File: src/hdl/address_range_map_splitter_macros.svh
// assertion macros for the address range map splitter
// used by address_range_map_splitter.sv for its concurrent checks; needs clk and rst in scope
`ifndef ADDRESS_RANGE_MAP_SPLITTER_MACROS_SVH
`define ADDRESS_RANGE_MAP_SPLITTER_MACROS_SVH

// condition that must hold at every edge out of reset
`define ARM_ASSERT_ALWAYS(lbl, cond, msg) \
  lbl: assert property (@(posedge clk) disable iff (rst) (cond)) else $error(msg);

// implication checked at every edge out of reset
`define ARM_ASSERT_IMPL(lbl, ante, cons, msg) \
  lbl: assert property (@(posedge clk) disable iff (rst) (ante) |-> (cons)) else $error(msg);

`endif

File: src/hdl/arm_pkg.sv
// shared types and codes of the address range map splitter
// no dependencies
package arm_pkg;

  // request kinds
  localparam logic [2:0] REQ_INSERT = 3'd0;
  localparam logic [2:0] REQ_REMOVE = 3'd1;
  localparam logic [2:0] REQ_READ   = 3'd2;
  localparam logic [2:0] REQ_WRITE  = 3'd3;
  localparam logic [2:0] REQ_LOCK   = 3'd4;
  localparam logic [2:0] REQ_LOCK64 = 3'd5;

  // status codes of the final item
  localparam logic [1:0] ST_OK       = 2'd0;
  localparam logic [1:0] ST_ADDR_ERR = 2'd1;
  localparam logic [1:0] ST_TYPE_ERR = 2'd2;
  localparam logic [1:0] ST_REJECT   = 2'd3;

  // segments per read or write before the walk gives up
  localparam logic [4:0] MAX_SEGS = 5'd16;

  // one table entry as stored in the ram
  typedef struct packed {
    logic [47:0] start;
    logic [48:0] stop;
    logic [3:0]  owner;
    logic [3:0]  handlers;
  } entry_t;

  // results of the shared compare unit
  typedef struct packed {
    logic        start_gt;
    logic        stop_le;
    logic [15:0] part;
  } cmp_t;

  typedef enum logic [3:0] {
    S_IDLE,
    S_DISPATCH,
    S_INS_RD,
    S_INS_CHK,
    S_SHF_RD,
    S_SHF_WR,
    S_INS_PUT,
    S_REM_RD,
    S_REM_CHK,
    S_WALK_RD,
    S_WALK_CHK,
    S_FINAL
  } state_t;

endpackage

File: src/hdl/address_range_map_splitter.sv
// Sorted address range table with request splitting, one entry per step.
// Each result waits for the output; one request at a time, as s_tready is
// high only in idle, through one ram and one compare unit.
// Reset: synchronous, clears the range count, sequencer and output valid; the
// table contents are left as they are and are only read below the count.
module address_range_map_splitter #(
  parameter int TABLE_DEPTH = 16
) (
  input  logic         clk,
  input  logic         rst,
  input  logic         s_tvalid,
  output logic         s_tready,
  // req_type[2:0], addr[50:3], range_end[99:51], length[115:100],
  // owner[119:116], handler_mask[123:120], zero fill
  input  logic [127:0] s_tdata,
  output logic         m_tvalid,
  input  logic         m_tready,
  // region[3:0], region_owner[7:4], seg_addr[55:8], seg_length[71:56],
  // status[73:72], zero fill
  output logic [79:0]  m_tdata,
  // is_segment
  output logic         m_tuser,
  // last
  output logic         m_tlast
);
  import arm_pkg::*;
  `include "address_range_map_splitter_macros.svh"

  localparam int IW = $clog2(TABLE_DEPTH);
  localparam int CW = $clog2(TABLE_DEPTH + 1);
  localparam int EW = $bits(entry_t);

  state_t        state, state_next;
  logic [CW-1:0] idx, idx_next;
  logic [CW-1:0] ptr, ptr_next;
  logic [CW-1:0] wcnt, wcnt_next;
  logic [CW-1:0] range_count, range_count_next;
  logic [48:0]   cur, cur_next;
  logic [15:0]   rem_len, rem_len_next;
  logic [4:0]    nseg, nseg_next;
  logic [1:0]    st, st_next;
  logic [2:0]    rtype;
  logic [48:0]   ins_end;
  logic [3:0]    own, hm;

  logic          wr_en;
  logic [IW-1:0] wr_addr;
  entry_t        wr_data, rd_data;
  logic [EW-1:0] rd_raw;
  cmp_t          cmp;
  logic [1:0]    hbit;
  logic          ofree, emit, emit_seg;
  logic [15:0]   emit_len;
  logic [1:0]    emit_st;

  // table storage
  arm_ram #(.WIDTH(EW), .DEPTH(TABLE_DEPTH)) u_ram (
    .clk     (clk),
    .wr_en   (wr_en),
    .wr_addr (wr_addr),
    .wr_data (wr_data),
    .rd_addr (idx[IW-1:0]),
    .rd_data (rd_raw)
  );
  assign rd_data = entry_t'(rd_raw);

  // entry compare against the walk address
  arm_unit u_unit (
    .start (rd_data.start),
    .stop  (rd_data.stop),
    .cur   (cur),
    .len   (rem_len),
    .res   (cmp)
  );

  assign hbit     = rtype[1:0] + 2'd2;
  assign ofree    = !m_tvalid || m_tready;
  assign s_tready = (state == S_IDLE);

  // request latch
  always_ff @(posedge clk) begin
    if (s_tvalid && s_tready) begin
      rtype   <= s_tdata[2:0];
      ins_end <= s_tdata[99:51];
      own     <= s_tdata[119:116];
      hm      <= s_tdata[123:120];
    end
  end

  // control registers
  always_ff @(posedge clk) begin
    if (rst) begin
      state       <= S_IDLE;
      range_count <= '0;
    end else begin
      state       <= state_next;
      range_count <= range_count_next;
    end
  end

  always_ff @(posedge clk) begin
    idx     <= idx_next;
    ptr     <= ptr_next;
    wcnt    <= wcnt_next;
    cur     <= cur_next;
    rem_len <= rem_len_next;
    nseg    <= nseg_next;
    st      <= st_next;
  end

  // sequencer
  always_comb begin
    state_next       = state;
    idx_next         = idx;
    ptr_next         = ptr;
    wcnt_next        = wcnt;
    range_count_next = range_count;
    cur_next         = cur;
    rem_len_next     = rem_len;
    nseg_next        = nseg;
    st_next          = st;
    wr_en            = 1'b0;
    wr_addr          = idx[IW-1:0];
    wr_data          = rd_data;
    emit             = 1'b0;
    emit_seg         = 1'b0;
    emit_len         = 16'd0;
    emit_st          = st;
    unique case (state)
      S_IDLE: begin
        if (s_tvalid) begin
          cur_next     = {1'b0, s_tdata[50:3]};
          rem_len_next = (s_tdata[2:0] == REQ_READ || s_tdata[2:0] == REQ_WRITE) ?
                         s_tdata[115:100] : 16'd0;
          idx_next     = '0;
          wcnt_next    = '0;
          nseg_next    = '0;
          st_next      = ST_ADDR_ERR;
          state_next   = S_DISPATCH;
        end
      end
      S_DISPATCH: begin
        priority case (rtype)
          REQ_INSERT: begin
            if ((cur[1:0] != 2'd0) || (ins_end[1:0] != 2'd0) || (cur >= ins_end) ||
                (ins_end[48] && ins_end[47:0] != 48'd0) ||
                (range_count == CW'(TABLE_DEPTH))) begin
              st_next    = ST_REJECT;
              state_next = S_FINAL;
            end else begin
              state_next = S_INS_RD;
            end
          end
          REQ_REMOVE: state_next = S_REM_RD;
          REQ_READ, REQ_WRITE, REQ_LOCK, REQ_LOCK64: state_next = S_WALK_RD;
          default: state_next = S_IDLE;
        endcase
      end
      // find the insert point
      S_INS_RD: begin
        if (idx >= range_count) begin
          ptr_next = idx;
          if (range_count != idx) begin
            idx_next   = range_count - CW'(1);
            state_next = S_SHF_RD;
          end else begin
            state_next = S_INS_PUT;
          end
        end else begin
          state_next = S_INS_CHK;
        end
      end
      S_INS_CHK: begin
        if (cmp.stop_le) begin
          idx_next   = idx + CW'(1);
          state_next = S_INS_RD;
        end else if ({1'b0, rd_data.start} < ins_end) begin
          st_next    = ST_REJECT;
          state_next = S_FINAL;
        end else begin
          ptr_next   = idx;
          idx_next   = range_count - CW'(1);
          state_next = S_SHF_RD;
        end
      end
      // move entries up by one from the top down
      S_SHF_RD: state_next = S_SHF_WR;
      S_SHF_WR: begin
        wr_en   = 1'b1;
        wr_addr = IW'(idx + CW'(1));
        if (idx == ptr) begin
          state_next = S_INS_PUT;
        end else begin
          idx_next   = idx - CW'(1);
          state_next = S_SHF_RD;
        end
      end
      S_INS_PUT: begin
        wr_en            = 1'b1;
        wr_addr          = ptr[IW-1:0];
        wr_data.start    = cur[47:0];
        wr_data.stop     = ins_end;
        wr_data.owner    = own;
        wr_data.handlers = hm;
        range_count_next = range_count + CW'(1);
        st_next          = ST_OK;
        state_next       = S_FINAL;
      end
      // compact the table without the owner
      S_REM_RD: begin
        if (idx >= range_count) begin
          range_count_next = wcnt;
          st_next          = ST_OK;
          state_next       = S_FINAL;
        end else begin
          state_next = S_REM_CHK;
        end
      end
      S_REM_CHK: begin
        if (rd_data.owner != own) begin
          wr_en     = 1'b1;
          wr_addr   = wcnt[IW-1:0];
          wcnt_next = wcnt + CW'(1);
        end
        idx_next   = idx + CW'(1);
        state_next = S_REM_RD;
      end
      // split walk over consecutive ranges
      S_WALK_RD: begin
        state_next = (idx >= range_count) ? S_FINAL : S_WALK_CHK;
      end
      S_WALK_CHK: begin
        if (cmp.start_gt) begin
          state_next = S_FINAL;
        end else if (cmp.stop_le) begin
          idx_next   = idx + CW'(1);
          state_next = S_WALK_RD;
        end else if (!rd_data.handlers[hbit]) begin
          st_next    = ST_TYPE_ERR;
          state_next = S_FINAL;
        end else if (rtype == REQ_LOCK || rtype == REQ_LOCK64) begin
          if (ofree) begin
            emit       = 1'b1;
            emit_seg   = 1'b1;
            st_next    = ST_OK;
            state_next = S_FINAL;
          end
        end else if (nseg == MAX_SEGS) begin
          st_next    = ST_ADDR_ERR;
          state_next = S_FINAL;
        end else if (ofree) begin
          emit         = 1'b1;
          emit_seg     = 1'b1;
          emit_len     = cmp.part;
          nseg_next    = nseg + 5'd1;
          st_next      = ST_OK;
          rem_len_next = rem_len - cmp.part;
          cur_next     = cur + {33'd0, cmp.part};
          if (rem_len == cmp.part) begin
            state_next = S_FINAL;
          end else begin
            idx_next   = idx + CW'(1);
            state_next = S_WALK_RD;
          end
        end
      end
      S_FINAL: begin
        emit_st = (st == ST_OK && rem_len != 16'd0) ? ST_ADDR_ERR : st;
        if (ofree) begin
          emit       = 1'b1;
          state_next = S_IDLE;
        end
      end
      default: state_next = S_IDLE;
    endcase
  end

  // output register
  always_ff @(posedge clk) begin
    if (rst) begin
      m_tvalid <= 1'b0;
    end else if (emit) begin
      m_tvalid <= 1'b1;
    end else if (m_tready) begin
      m_tvalid <= 1'b0;
    end
  end

  always_ff @(posedge clk) begin
    if (emit) begin
      m_tuser <= emit_seg;
      m_tlast <= !emit_seg;
      if (emit_seg) begin
        m_tdata <= {6'd0, ST_OK, emit_len, cur[47:0], rd_data.owner, 4'(idx)};
      end else begin
        m_tdata <= {6'd0, emit_st, 72'd0};
      end
    end
  end

  `ARM_ASSERT_ALWAYS(a_count_bound, range_count <= CW'(TABLE_DEPTH), "range count past depth")
  `ARM_ASSERT_IMPL(a_seg_not_last, m_tvalid && m_tuser, !m_tlast && m_tdata[73:72] == ST_OK, "bad segment item")
  `ARM_ASSERT_IMPL(a_count_step, range_count > $past(range_count), range_count == $past(range_count) + CW'(1), "count jumped")
  `ARM_ASSERT_IMPL(a_busy_no_ready, state != S_IDLE, !s_tready, "ready while busy")

endmodule

File: src/hdl/arm_ram.sv
// generic single write, single read ram with registered read data
// no dependencies
module arm_ram #(
  parameter int WIDTH = 8,
  parameter int DEPTH = 16
) (
  input  logic                     clk,
  input  logic                     wr_en,
  input  logic [$clog2(DEPTH)-1:0] wr_addr,
  input  logic [WIDTH-1:0]         wr_data,
  input  logic [$clog2(DEPTH)-1:0] rd_addr,
  output logic [WIDTH-1:0]         rd_data
);

  logic [WIDTH-1:0] mem [DEPTH];

  // write port and registered read port
  always_ff @(posedge clk) begin
    if (wr_en) begin
      mem[wr_addr] <= wr_data;
    end
    rd_data <= mem[rd_addr];
  end

endmodule

File: src/hdl/arm_unit.sv
// shared compare and subtract unit: checks one entry against the walk address
// depends on arm_pkg
module arm_unit (
  input  logic [47:0]        start,
  input  logic [48:0]        stop,
  input  logic [48:0]        cur,
  input  logic [15:0]        len,
  output arm_pkg::cmp_t      res
);
  import arm_pkg::*;

  logic [49:0] diff;

  // distance from address to range end, clipped to the bytes left
  always_comb begin
    diff         = {1'b0, stop} - {1'b0, cur};
    res.stop_le  = diff[49] || (diff == 50'd0);
    res.start_gt = ({1'b0, start} > cur);
    if (diff[49:16] != 34'd0 || diff[15:0] >= len) begin
      res.part = len;
    end else begin
      res.part = diff[15:0];
    end
  end

endmodule
File: config.mk
export PLATFORM = sky130hd
export DESIGN_NAME = address_range_map_splitter
export DESIGN_NICKNAME = d
export VERILOG_FILES = /design/src/hdl/arm_pkg.sv /design/src/hdl/address_range_map_splitter.sv /design/src/hdl/arm_ram.sv /design/src/hdl/arm_unit.sv
export VERILOG_INCLUDE_DIRS = /design/src /design/src/hdl
export SDC_FILE = /design/constraint.sdc
export NUM_CORES = 2
export LEC_CHECK = 0
export BUFFER_PORTS_ARGS = -buffer_cell sky130_fd_sc_hd__buf_2
export CELL_PAD_IN_SITES_DETAIL_PLACEMENT = 1
export CELL_PAD_IN_SITES_GLOBAL_PLACEMENT = 1
export CORE_MARGIN = 2
export CORE_UTILIZATION = 30
export DETAILED_ROUTE_END_ITERATION = 12
export PLACE_DENSITY = 0.57
export SLEW_MARGIN = 15
export SYNTH_ARGS = -nofsm -noshare
export SYNTH_HDL_FRONTEND = slang
export SYNTH_HIERARCHICAL = 1
export SYNTH_SLANG_ARGS = --single-unit
File: constraint.sdc
create_clock -name clk -period 12.3 [get_ports clk]
set_input_delay 1.845 -clock clk [delete_from_list [all_inputs] [get_ports clk]]
set_output_delay 1.845 -clock clk [all_outputs]
set_load 0.02 [all_outputs]
# After elaboration in Yosys (flattened, before gate mapping)
# Memories as Yosys holds them, arrays and structs flattened. A register that Yosys moved wholly into a read port is not among the register bits.
# Cells that the tools add are included.
# op_classes
n_addsub,10
reduce_logical,40
bitwise,4
n_mux,101
eq_ne,50
magnitude_cmp,6
# ops
operator,count
$mux 49,7
$mux 16,9
$mux 5,24
$mux 105,1
$pmux 49 s2,1
$mux 4,14
$logic_not 50->1,1
$sub 49x49->50,1
$add 49x16->49,1
$ge 49x49->1,1
$gt 48x49->1,1
$lt 48x49->1,1
$pmux 4 s12,1
$reduce_bool 48->1,1
$pmux 5 s2,4
$mux 2,18
$ne 2x2->1 const B,18
$reduce_bool 34->1,1
$pmux 16 s2,1
$pmux 5 s6,1
$pmux 4 s3,2
$add 5x1->5 const B,4
$ne 3x3->1 const B,6
$eq 16x16->1,1
41 further kinds,91
# word_totals
n_memories,1
inputBits,132
ram_bits,1680
register_bits,239
output_inout_bits,84
# memory_table
name,depth,width,rd,rd_ports_with_merged_regs,write_ports,line_no,text
u_ram.mem,16,105,1,1,1,arm_ram.sv:15,logic [WIDTH-1:0] mem [DEPTH];

# Depth between registers and ports, before layout
# logic_depth
word_depth,13
mapped_depth,31
mapped_depth_nobuf,29

# Hierarchy
# Netlist, hierarchy kept.
# by_module_without_submodules
mod,instances,area_per_inst_um2,cells_each
arm_ram,1,64936.0,2688
address_range_map_splitter,1,15613.7,1509
arm_unit,1,5247.5,760

# Worst setup path after synthesis
# No wires, ideal clock.
# synth_path
path_kind,flip-flop to flip-flop
start,register state[1]
end,"memory u_ram/mem[0][0] (netlist name), enable pin"
path_buffers,2
t_required_ns,11.603
arrival_time_ns,9.162
stages_incl_launch_ff,10
synth_period_minus_slack_ns,9.860
setup_slack_ns,2.440
path_cell_list,dfxtp_1 > clkbuf_1 > nand2_1 > nor3_1 > clkbuf_1 > nor3_1 > nand2_1 > nand2_1 > or3b_2 > nor3_1
# synth_between
elab_cells_between_ends,8
# synth_lines
element,line_no,text
start: declaration,address_range_map_splitter.sv:33,"state_t state, state_next;"
start signal: assignment,address_range_map_splitter.sv:96,state <= state_next;
$eq 4x4->1 or $eq 4x3->1 (tied branches),address_range_map_splitter.sv:129,unique case (state)
$pmux 4 s3 *,address_range_map_splitter.sv:129,
via wr_addr[2],address_range_map_splitter.sv:47,logic [IW-1:0] wr_addr;
end: declaration,arm_ram.sv:15,
# The timed path passes the listed nets; every way through them passes the cells marked *.

==> summary.txt <==
Run status
  • Result of the run: completed

Timing
  • Worst Clk Skew: 41.4 ps
  • Rel. slew slack: 16.2%
  • Endpoints failing setup: 0
  • Min Tclk post-route: 8280 ps
  • Setup tns final: 0 ps
  • Final slew viol count: 0
  • Final worst slack: 4020 ps
  • Worst Hold Slack: 567 ps
  • Worst-margin pin slew: 1260 ps
  • Fin. Hold Viols: 0
  • RSZ-0062 raised after global routing: no
  • Peak Freq: 121 MHz
  • Final period utilization: 67.3%

Floorplan
  • Die area: 290,000 µm²
  • Die outline width: 539 µm
  • Die height: 539 µm
  • Core Area: 285,000 µm²
  • Row count: 196
  • Initial Utilization: 30.1%
  • Io pins: 216

Clock network
  • CTS H-tree depth: 4
  • Post-CTS sizing: 0
  • Post-CTS Setup Repair Bufs: 0
  • Worst-Skew Late Latency: 890 ps
  • CTS tree: yes
  • Reg clk slew, reported paths: 60 ps
  • Num CTS Buffers: 217
  • Clk sinks: 2,018
  • Root Driver: clkbuf_16
  • # hold bufs at CTS: 0
  • Clock buffer depth: 4

Logic synthesis
  • Most common library cells after synthesis: edfxtp_1, mux4_2, nand2_1
  • YS warnings: 6
  • FFs w/ async S/R, synth: 0%
  • Sequential fraction of the synthesis area: 69.3%
  • Syn Area/Cell: 17.3 µm²
  • Top cells by area, synth: edfxtp_1, mux4_2, ha_1
  • Synthesized area: 85,800 µm²
  • FF+latch count, synth: 2,018
  • Post-synth top area cell: edfxtp_1
  • Cells after synthesis: 4,957
  • Cell variety after synth: 102
  • Commonest register cell after synthesis: edfxtp_1
  • Post-synth EDFFs: 1,903
  • Synth top area share: 66.6%
  • Count leader, synth: edfxtp_1

Place
  • Inst Count DP: 8,821
  • Port Buffer Count: 205
  • Detailed Place HPWL: 167,000 µm
  • Area post-placement: 91,500 µm²
  • DP Worst Slack: 4060 ps
  • Routability Congestion: 0.881

Critical path
  • Required @ worst endpoint: 12,930 ps
  • Worst Path Max Fanout: 16
  • Top delay family on crit path: compound AO/OA/AOI/OAI gates
  • Slowest-stage cell, CP: edfxtp_1
  • Worst Setup End Kind: flop
  • Critical Path Max Stage Delay: 650 ps
  • Most used cell, CP: ha_1
  • Setup CP Type: flop to flop
  • CP Launch Type: flop
  • Critical path buffers and inverters: 3
  • Crit path DAT: 8910 ps

Route
  • DRC Markers: 0
  • DR iter-0 viols: 4,369
  • First-pass DRT Iterations: 6
  • Total number of vias: 48,170
  • DR vias/cell: 5.22
  • Wire length per cell: 29.2 µm
  • Drt total wl: 269,000 µm
  • Routed Antenna Nets: 0

Cells and area
  • Fin area: 98,400 µm²
  • Synthesis-to-layout area growth: 14.7%
  • Filler-free cell count of the finished design: 9,224
  • Fraction of layout cells with a size suffix above 1: 23.0%
  • Fin nets: 5,665

GRT
  • First-pass GRT wire length: 383,000 µm
  • Grt ovf: 0
  • Vias in the first global route: 50,915
  • Initial antenna violation count: 19
  • Pin count of the biggest net entering global routing: 124
  • GRT Overall Usage: 18.2%

Pwr
  • Power Density: 255 nW/µm²
  • Worst VDD drop: 0.178 mV
  • LEAKAGE: 0.0328 µW

Run
  • Max-cap violations: 0

Min path
  • Worst hold path class: flop to flop
==> cells in the final DEF (no fill, tap or decap), drive strengths merged, types with 20 or more instances in the layout <==
cell       n
edfxtp  1903
mux4     421
buf      332
nand2    300
clkbuf   278
ha       252
a22oi    212
inv      198
a21oi    172
o21ai    148
nor2     142
mux2     122
dfxtp    115
clkinv    79
xnor2     67
nand3     65
nand4     60
a21o      51
and2      50
nor3      49
nor4      41
xor2      36
and3      35
o21a      26
nor2b     24
nand2b    21
a211oi    20
==> registers in the layout (all words and copies together) (netlist names), 5 cells and up <==
signal         flops
ins_end           49
wcnt               5
m_tdata           74
u_ram/mem       1680
nseg               5
idx                5
rem_len           16
ptr                5
u_ram/rd_data    105
range_count        5
cur               49
==> kinds of logic (layout without fill, tap and decap cells) <==
family,after synthesis,count (layout),synth area share [%]
compound gates,763,763,5.93
xor+xnor,103,103,1.05
fa+ha+maj,256,256,3.76
buf+inv,421,910,2.28
flops,2018,2018,69.3
mux,549,549,12.8
other cells,1,17,0.00437
simple gates,846,846,4.93
==> through the flow <==
step	util [%]	power, µW
finish	34.6	25100
global route	34.6	26400
CTS	34.5	25300
detailed placement	32.1	18900
global placement	32.1	18700
floorplan	-	15700
==> final cells by class <==
| type | instances | area (µm²) |
|---|---|---|
| diodes | 11 | 27.5 |
| clock buffers | 278 | 5800 |
| clock inverters | 114 | 1050 |
| fillers | 28723 | 186000 |
| inverters | 186 | 698 |
| multi-input cells | 2523 | 24600 |
| flip-flops and latches | 2018 | 59400 |
| well taps | 3762 | 4710 |
| repair buffers | 332 | 2050 |
==> path summary, 6_finish.rpt <==
check / startpoint / to / slack (ps) / depth (start not counted)
hold reg to reg: range_count[1] / range_count[1] / 570 / 2
setup reg to reg: cur[0] / cur[48] / 4020 / 29
setup / recovery: cur[0] / cur[48] / 4020 / 29
hold / removal: range_count[1] / range_count[1] / 570 / 2
==> worst min-delay path, delay by kind of cell (launching register included) <==
kind | cells | cell delay, ps
AOI/OAI and AO/OA | 1 | 50
and+or+nand+nor | 1 | 120
DFF | 1 | 350
==> layer usage <==
| metal | global-route usage (%) | vias to the layer above | routed length, µm |
|---|---|---|---|
| met2 | 30.5 | 1308 | 131000 |
| met5 | 0 | - | 22 |
| met3 | 2.39 | 372 | 12900 |
| met4 | 5.85 | 4 | 8800 |
| li1 | - | 20598 | - |
| met1 | 24.5 | 25888 | 117000 |
==> report_power, final <==
part / total (µW) / switching (µW) / internal, µW
sequential: 9940 / 804 / 9130
clock: 6410 / 2760 / 3650
combinational: 8760 / 5520 / 3250
No activity file was read; power rests on OpenSTA's default activity.
